$ cat src/rtl/mexp_pkg.sv
package mexp_pkg;

  localparam int OperandWidthDefault = 31;
  localparam longint unsigned ModulusReset = 64'd2147483647;

  typedef struct packed {
    logic load;
    logic red_shift;
    logic mul_start;
    logic mul_dbl;
    logic mul_add;
    logic mul_end;
    logic out_load;
  } mexp_cmd_t;

  typedef struct packed {
    logic e_zero;
  } mexp_stat_t;

endpackage

$ cat src/rtl/mexp_if.sv
interface mexp_req_if #(
  parameter int W = mexp_pkg::OperandWidthDefault
) ();
  logic         valid;
  logic         ready;
  logic         action;
  logic [W-1:0] base;
  logic [W-1:0] exponent;

  modport source(output valid, output action, output base, output exponent, input ready);
  modport sink(input valid, input action, input base, input exponent, output ready);
endinterface

interface mexp_rsp_if #(
  parameter int W = mexp_pkg::OperandWidthDefault
) ();
  logic         valid;
  logic         ready;
  logic [W-1:0] result;

  modport source(output valid, output result, input ready);
  modport sink(input valid, input result, output ready);
endinterface

$ cat src/rtl/mexp_dp.sv
module mexp_dp #(
  parameter int W  = mexp_pkg::OperandWidthDefault,
  parameter int IW = $clog2(W)
) (
  input  logic                   clk,
  input  logic                   rst,
  input  logic                   cfg_we,
  input  logic [W-1:0]           cfg_wdata,
  input  mexp_pkg::mexp_cmd_t    cmd,
  input  logic [IW-1:0]          idx,
  input  logic                   action,
  input  logic [W-1:0]           base,
  input  logic [W-1:0]           exponent,
  output mexp_pkg::mexp_stat_t   stat,
  output logic [W-1:0]           result
);
  import mexp_pkg::*;

  logic [W-1:0] modulus;
  logic [W-1:0] m;
  logic [W-1:0] b_in;
  logic [W-1:0] e;
  logic [W-1:0] sq;
  logic [W-1:0] acc;
  logic [W-1:0] ra;
  logic [W-1:0] rs;

  logic [W-1:0] m_eff;
  logic [W-1:0] inv_e;
  logic [W-1:0] one_red;
  logic [W-1:0] add_a;
  logic [W-1:0] add_s;

  // x < 2m on entry
  function automatic logic [W-1:0] red(input logic [W:0] x, input logic [W-1:0] md);
    logic [W:0] d;
    d = x - {1'b0, md};
    return (x >= {1'b0, md}) ? d[W-1:0] : x[W-1:0];
  endfunction

  assign m_eff   = (modulus == '0) ? W'(1) : modulus;
  assign inv_e   = (m_eff >= W'(2)) ? m_eff - W'(2) : '0;
  assign one_red = (m_eff == W'(1)) ? '0 : W'(1);
  assign add_a   = sq[idx] ? acc : '0;
  assign add_s   = sq[idx] ? sq : '0;

  assign stat.e_zero = (e == '0);

  always_ff @(posedge clk) begin
    if (rst) begin
      modulus <= W'(ModulusReset);
    end else if (cfg_we) begin
      modulus <= cfg_wdata;
    end
  end

  always_ff @(posedge clk) begin
    if (cmd.load) begin
      m    <= m_eff;
      b_in <= base;
      e    <= action ? inv_e : exponent;
      acc  <= one_red;
      sq   <= '0;
    end
    if (cmd.red_shift) begin
      sq <= red({sq, b_in[idx]}, m);
    end
    if (cmd.mul_start) begin
      ra <= '0;
      rs <= '0;
    end
    if (cmd.mul_dbl) begin
      ra <= red({ra, 1'b0}, m);
      rs <= red({rs, 1'b0}, m);
    end
    if (cmd.mul_add) begin
      ra <= red({1'b0, ra} + {1'b0, add_a}, m);
      rs <= red({1'b0, rs} + {1'b0, add_s}, m);
    end
    if (cmd.mul_end) begin
      if (e[0]) begin
        acc <= ra;
      end
      sq <= rs;
      e  <= e >> 1;
    end
    if (cmd.out_load) begin
      result <= acc;
    end
  end

endmodule

$ cat src/rtl/mexp_ctrl.sv
module mexp_ctrl #(
  parameter int W  = mexp_pkg::OperandWidthDefault,
  parameter int IW = $clog2(W)
) (
  input  logic                   clk,
  input  logic                   rst,
  input  logic                   req_valid,
  output logic                   req_ready,
  output logic                   rsp_valid,
  input  logic                   rsp_ready,
  input  mexp_pkg::mexp_stat_t   stat,
  output mexp_pkg::mexp_cmd_t    cmd,
  output logic [IW-1:0]          idx
);
  import mexp_pkg::*;

  typedef enum logic [2:0] {
    S_IDLE,
    S_REDUCE,
    S_CHECK,
    S_DBL,
    S_ADD,
    S_COMMIT,
    S_FINISH
  } state_t;

  localparam logic [IW-1:0] LastIdx = IW'(W - 1);

  state_t        state;
  logic [IW-1:0] cnt;

  assign idx       = cnt;
  assign req_ready = (state == S_IDLE);

  always_comb begin
    cmd = '0;
    case (state)
      S_IDLE:   cmd.load      = req_valid;
      S_REDUCE: cmd.red_shift = 1'b1;
      S_CHECK:  cmd.mul_start = !stat.e_zero;
      S_DBL:    cmd.mul_dbl   = 1'b1;
      S_ADD:    cmd.mul_add   = 1'b1;
      S_COMMIT: cmd.mul_end   = 1'b1;
      S_FINISH: cmd.out_load  = !rsp_valid || rsp_ready;
      default:  cmd = '0;
    endcase
  end

  always_ff @(posedge clk) begin
    if (rst) begin
      state     <= S_IDLE;
      cnt       <= '0;
      rsp_valid <= 1'b0;
    end else begin
      if ((state == S_FINISH) && cmd.out_load) begin
        rsp_valid <= 1'b1;
      end else if (rsp_valid && rsp_ready) begin
        rsp_valid <= 1'b0;
      end
      case (state)
        S_IDLE: begin
          if (req_valid) begin
            state <= S_REDUCE;
            cnt   <= LastIdx;
          end
        end
        S_REDUCE: begin
          if (cnt == '0) begin
            state <= S_CHECK;
          end else begin
            cnt <= cnt - 1'b1;
          end
        end
        S_CHECK: begin
          if (stat.e_zero) begin
            state <= S_FINISH;
          end else begin
            state <= S_DBL;
            cnt   <= LastIdx;
          end
        end
        S_DBL: begin
          state <= S_ADD;
        end
        S_ADD: begin
          if (cnt == '0) begin
            state <= S_COMMIT;
          end else begin
            cnt   <= cnt - 1'b1;
            state <= S_DBL;
          end
        end
        S_COMMIT: begin
          state <= S_CHECK;
        end
        S_FINISH: begin
          if (cmd.out_load) begin
            state <= S_IDLE;
          end
        end
        default: begin
          state <= S_IDLE;
        end
      endcase
    end
  end

endmodule

$ cat src/rtl/modular_exponentiation.sv
// Modular exponentiation, right-to-left square-and-multiply.
// req (valid/ready): action, base, exponent. action 0 gives base^exponent,
// action 1 gives base^(modulus-2), the inverse for a prime modulus.
// rsp (valid/ready): result, one per request, in order.
// cfg_we/cfg_wdata write the modulus (zero acts as one); write only when idle.
// Steps, with W = OPERAND_WIDTH and k = position of the highest set exponent
// bit plus one (0 for a zero exponent): accept, base reduction over W base
// bits, then k rounds of check, modular products and commit, a last check
// and the finish. Each modular product is a shift-and-add over W multiplier
// bits; the square and the accumulator product run side by side in the
// datapath.
// One request is in work at a time: req.ready is high only when idle.
// The result sits in an output register; a new request is taken while it
// waits, and a finished result holds until rsp.ready frees the register.
// Reset (rst, synchronous) empties the block and sets modulus to 2^31-1.
module modular_exponentiation #(
  parameter int OPERAND_WIDTH = mexp_pkg::OperandWidthDefault
) (
  input  logic                     clk,
  input  logic                     rst,
  input  logic                     cfg_we,
  input  logic [OPERAND_WIDTH-1:0] cfg_wdata,
  mexp_req_if.sink                 req,
  mexp_rsp_if.source               rsp
);
  import mexp_pkg::*;

  localparam int IW = $clog2(OPERAND_WIDTH);

  mexp_cmd_t     cmd;
  mexp_stat_t    stat;
  logic [IW-1:0] idx;

  mexp_ctrl #(
    .W  (OPERAND_WIDTH),
    .IW (IW)
  ) u_ctrl (
    .clk       (clk),
    .rst       (rst),
    .req_valid (req.valid),
    .req_ready (req.ready),
    .rsp_valid (rsp.valid),
    .rsp_ready (rsp.ready),
    .stat      (stat),
    .cmd       (cmd),
    .idx       (idx)
  );

  mexp_dp #(
    .W  (OPERAND_WIDTH),
    .IW (IW)
  ) u_dp (
    .clk       (clk),
    .rst       (rst),
    .cfg_we    (cfg_we),
    .cfg_wdata (cfg_wdata),
    .cmd       (cmd),
    .idx       (idx),
    .action    (req.action),
    .base      (req.base),
    .exponent  (req.exponent),
    .stat      (stat),
    .result    (rsp.result)
  );

  a_busy_after_accept: assert property (@(posedge clk) disable iff (rst)
    req.valid && req.ready |=> !req.ready)
    else $error("request taken while busy");

  a_no_overwrite: assert property (@(posedge clk) disable iff (rst)
    cmd.out_load |-> (!rsp.valid || rsp.ready))
    else $error("pending result overwritten");

  a_load_on_accept: assert property (@(posedge clk) disable iff (rst)
    cmd.load |-> (req.valid && req.ready))
    else $error("operands loaded without a request");

endmodule

$ cat src/flat_wrapper.sv
// flat-port wrapper written by rule: the top's interface ports become plain ports
module modular_exponentiation_flat import mexp_pkg::*;
#(
  parameter int OPERAND_WIDTH = mexp_pkg::OperandWidthDefault
)
  (clk, rst, cfg_we, cfg_wdata, req_valid, req_action, req_base, req_exponent, req_ready, rsp_valid, rsp_result, rsp_ready);
  mexp_req_if #(.W((mexp_pkg::OperandWidthDefault))) req_i ();
  mexp_rsp_if #(.W((mexp_pkg::OperandWidthDefault))) rsp_i ();
  input  logic clk;
  input  logic rst;
  input  logic cfg_we;
  input  logic [OPERAND_WIDTH-1:0] cfg_wdata;
  input wire logic [$bits(req_i.valid)-1:0] req_valid;
  input wire logic [$bits(req_i.action)-1:0] req_action;
  input wire logic [$bits(req_i.base)-1:0] req_base;
  input wire logic [$bits(req_i.exponent)-1:0] req_exponent;
  output wire logic [$bits(req_i.ready)-1:0] req_ready;
  output wire logic [$bits(rsp_i.valid)-1:0] rsp_valid;
  output wire logic [$bits(rsp_i.result)-1:0] rsp_result;
  input wire logic [$bits(rsp_i.ready)-1:0] rsp_ready;
  assign req_i.valid = req_valid;
  assign req_i.action = req_action;
  assign req_i.base = req_base;
  assign req_i.exponent = req_exponent;
  assign req_ready = req_i.ready;
  assign rsp_valid = rsp_i.valid;
  assign rsp_result = rsp_i.result;
  assign rsp_i.ready = rsp_ready;
  modular_exponentiation #(.OPERAND_WIDTH(OPERAND_WIDTH)) u_core (.clk(clk), .rst(rst), .cfg_we(cfg_we), .cfg_wdata(cfg_wdata), .req(req_i), .rsp(rsp_i));
endmodule
$ cat config.mk
export PLATFORM = sky130hd
export DESIGN_NAME = modular_exponentiation_flat
export DESIGN_NICKNAME = d
export VERILOG_FILES = /design/src/rtl/mexp_pkg.sv /design/src/rtl/mexp_if.sv /design/src/rtl/mexp_dp.sv /design/src/rtl/mexp_ctrl.sv /design/src/rtl/modular_exponentiation.sv /design/src/flat_wrapper.sv
export SDC_FILE = /design/constraint.sdc
export NUM_CORES = 1
export LEC_CHECK = 0
export ABC_AREA = 1
export BUFFER_PORTS_ARGS = -buffer_cell sky130_fd_sc_hd__buf_2
export CORE_MARGIN = 3
export CORE_UTILIZATION = 30
export CTS_BUF_LIST = sky130_fd_sc_hd__clkbuf_8
export CTS_CLUSTER_SIZE = 12
export DETAILED_ROUTE_END_ITERATION = 16
export PLACE_DENSITY = 0.51
export SETUP_SLACK_MARGIN = 0.4
export SKIP_LAST_GASP = 1
export SLEW_MARGIN = 20
export SYNTH_ARGS = -nofsm -noshare
export SYNTH_HDL_FRONTEND = slang
export SYNTH_SLANG_ARGS = --single-unit
export TNS_END_PERCENT = 10
$ cat constraint.sdc
create_clock -name clk -period 6.9 [get_ports clk]
set_clock_uncertainty 0.2 [all_clocks]
set_input_delay 0.69 -clock clk [delete_from_list [all_inputs] [get_ports clk]]
set_output_delay 0.69 -clock clk [all_outputs]
set_load 0.01 [all_outputs]
==> flow_summary.ini <==
[timing]
tns_ns = 0
worstMarginPinSlew_ns = 1.02
min_period_ns = 6.11
setup_violations = 0
slew_viol_final = 0
rsz0062_at_grt = true
hold_viol = 0
max_freq_mhz = 164
timing.slew.headroom = 0.321
finalCritPeriodShare = 0.885

[worst_hold_path]
hold_class = in2reg

[job]
drv_cap = 0

[detailed_routing]
drt-total-wl_um = 116000
drt_pass1_iterations = 7
vias = 29600
avgViaCountPerCell = 5.10
drtIter0Drc = 2397
avgRoutedWirePerCell_um = 19.9
ant_nets = 0
drc = 0

[die]
die_x_um = 315
start_util = 0.305
io_pins = 132
die_area_um2 = 99100
placementRows = 112
die_h_um = 315
core_um2 = 93900

[clocking]
htree_levels = 2
numCtsBuffers = 56
cts.sinks = 288
path_clk_slew_ns = 0.06
cts-root-buf = clkbuf_8
clock_path_buffers = 3
tritoncts = built
clkLatencyLatePin_ns = 0.70

[placement]
gp_congestion = 0.988
place_hpwl_um = 93800
port_buffers = 131
place_area_um2 = 30600

[synth]
syn_nets = 4665
yosysMostFrequentCell = nand2_1
synth_edf_count = 216
ys.flop_type = edfxtp_1
ys_warn_count = 0
synth_top_area_frac = 0.227
ys_ff_latch = 288
yosys-top-cells-count = nand2_1 (1144), inv_1 (564), nor2_1 (489), nand3_1 (402), a21oi_1 (286)
syn_area_per_cell_um2 = 6.59
async_flop_share = 0
yosysTopAreaCell = edfxtp_1
netlist_area_um2 = 28600
seq_area_frac_synth = 0.277
yosys-top-cells-area = edfxtp_1 (23%), nand2_1 (15%), ha_1 (9.6%)
netlist_instances = 4340
yosysUniqueCellTypes = 60

[setup_path]
cpMaxStageDelayCell = xnor2_1
crit_fanout = 31
end_kind = register
required_ns = 7.15
critPathMaxStageDelay_ns = 0.51
crit_top_cell = nand2_1
start_kind = register
critPathKind = reg2reg
arrival_ns = 6.36

[final_layout]
fillers = 10300
design_area_um2 = 32500
area_growth_pct = 13.8
final_nets = 4829
drive_gt1_frac = 0.0863

[global_routing]
grt_pass1_vias = 28800
grt_usage = 0.228
grt_pass1_wl_um = 173000
gr-total-overflow = 0
grt_max_degree = 66
antenna_found_initial = 1

[power]
powerDensity_nw_per_um2 = 485
peakVddDrop_uv = 317
leakagePower_nw = 15.5
fin_total_pwr_w = 0.0158

[outcome]
status = complete, no violations
==> layer usage <==
metal	vias up	routed length (um)	track usage
met3	198	6160	0.0281
met4	0	4900	0.0896
li1	14700	-	-
met5	-	0	0
met2	869	53600	0.384
met1	13900	50900	0.296
==> critical path: cells and delay by family (launching register included) <==
family / cells / cell delay (ns)
simple gates: 17 / 1.83
buf+inv: 6 / 1.17
compound gates: 6 / 1.09
fa+ha+maj: 2 / 0.73
flops: 1 / 0.31
xor+xnor: 1 / 0.51
==> metrics by stage <==
step,hold slack [ns],worst slack [ns],std cells,utilization
floorplan,0.230,1.57,4340,-
global placement,0.247,0.165,5636,0.325
detailed placement,0.241,0.230,5636,0.325
CTS,0.00786,0.528,5804,0.345
global route,0.0160,0.397,5806,0.346
finish,0.0780,0.794,5808,0.347
==> what timing repair did <==
action / in CTS / in global routing
gates resized for setup: 1 / 14
pin swaps: 1 / 0
buffers inserted: 1 / 2
endpoints found under the setup margin: 31 / 62
hold buffers: 61 / 0
endpoints found under the hold margin: 61 / 0
==> layout by cell type (no fill, tap or decap), types with 23 or more instances in the layout <==
cell	count
inv_1	572
nand2_2	25
ha_1	219
dlygate4sd3_1	61
edfxtp_1	216
inv_2	23
buf_2	131
nand4_1	47
o211ai_1	35
o21bai_1	37
xor2_1	78
nor2_1	484
a21o_1	34
nand2_1	1142
clkbuf_8	64
o21ai_1	83
nand3_1	402
nor3_1	40
a21oi_1	286
o21ai_0	162
xnor2_1	65
dfxtp_1	72
buf_4	39
==> final timing paths <==
kind / startpoint / end / slack [ns] / cells past startpoint
worst max register to register: u_core.u_ctrl.idx[1] / u_core.u_dp.rs[6] / 0.79 / 32
worst min-delay path: req_base[26] / u_core.u_dp.b_in[26] / 0.08 / 1
worst max-delay path: u_core.u_ctrl.idx[1] / u_core.u_dp.rs[6] / 0.79 / 32
worst min register to register: u_core.u_dp.acc[14] / u_core.u_dp.result[14] / 0.26 / 0
==> report_power, final <==
part	total [W]	switching [W]	internal, W	leakage, nW
clock network	0.00194	0.000880	0.00106	0.680
logic	0.0111	0.00750	0.00358	12.2
registers	0.00276	0.000418	0.00234	2.63
==> area by class of cell <==
cell class	instances	area (um^2)	area share
clock inverters	42	370	0.0114
diodes	2	5.00	0.000154
inverters	590	2220	0.0681
repair buffers	239	1690	0.0520
multi-input cells	3329	17900	0.549
flip-flops and latches	288	7930	0.244
clock buffers	64	881	0.0271
well taps	1254	1570	0.0482
==> logic make-up after synthesis <==
logic type	after synthesis	share of synthesized area
AO/OA/AOI/OAI	723	0.147
XOR/XNOR	143	0.0438
AND/OR/NAND/NOR	2237	0.331
buffers and inverters	723	0.101
flip-flops	288	0.277
adder cells (fa/ha/maj)	226	0.101
==> flip-flops by register name (all words and copies together) (netlist names) <==
register	flops
u_core.u_ctrl.idx	5
u_core.u_ctrl.rsp_valid	1
u_core.u_ctrl.state	3
u_core.u_dp.acc	31
u_core.u_dp.b_in	31
u_core.u_dp.e	31
u_core.u_dp.m	31
u_core.u_dp.modulus	31
u_core.u_dp.ra	31
u_core.u_dp.result	31
u_core.u_dp.rs	31
u_core.u_dp.sq	31
(Power assumes the default switching activity.)
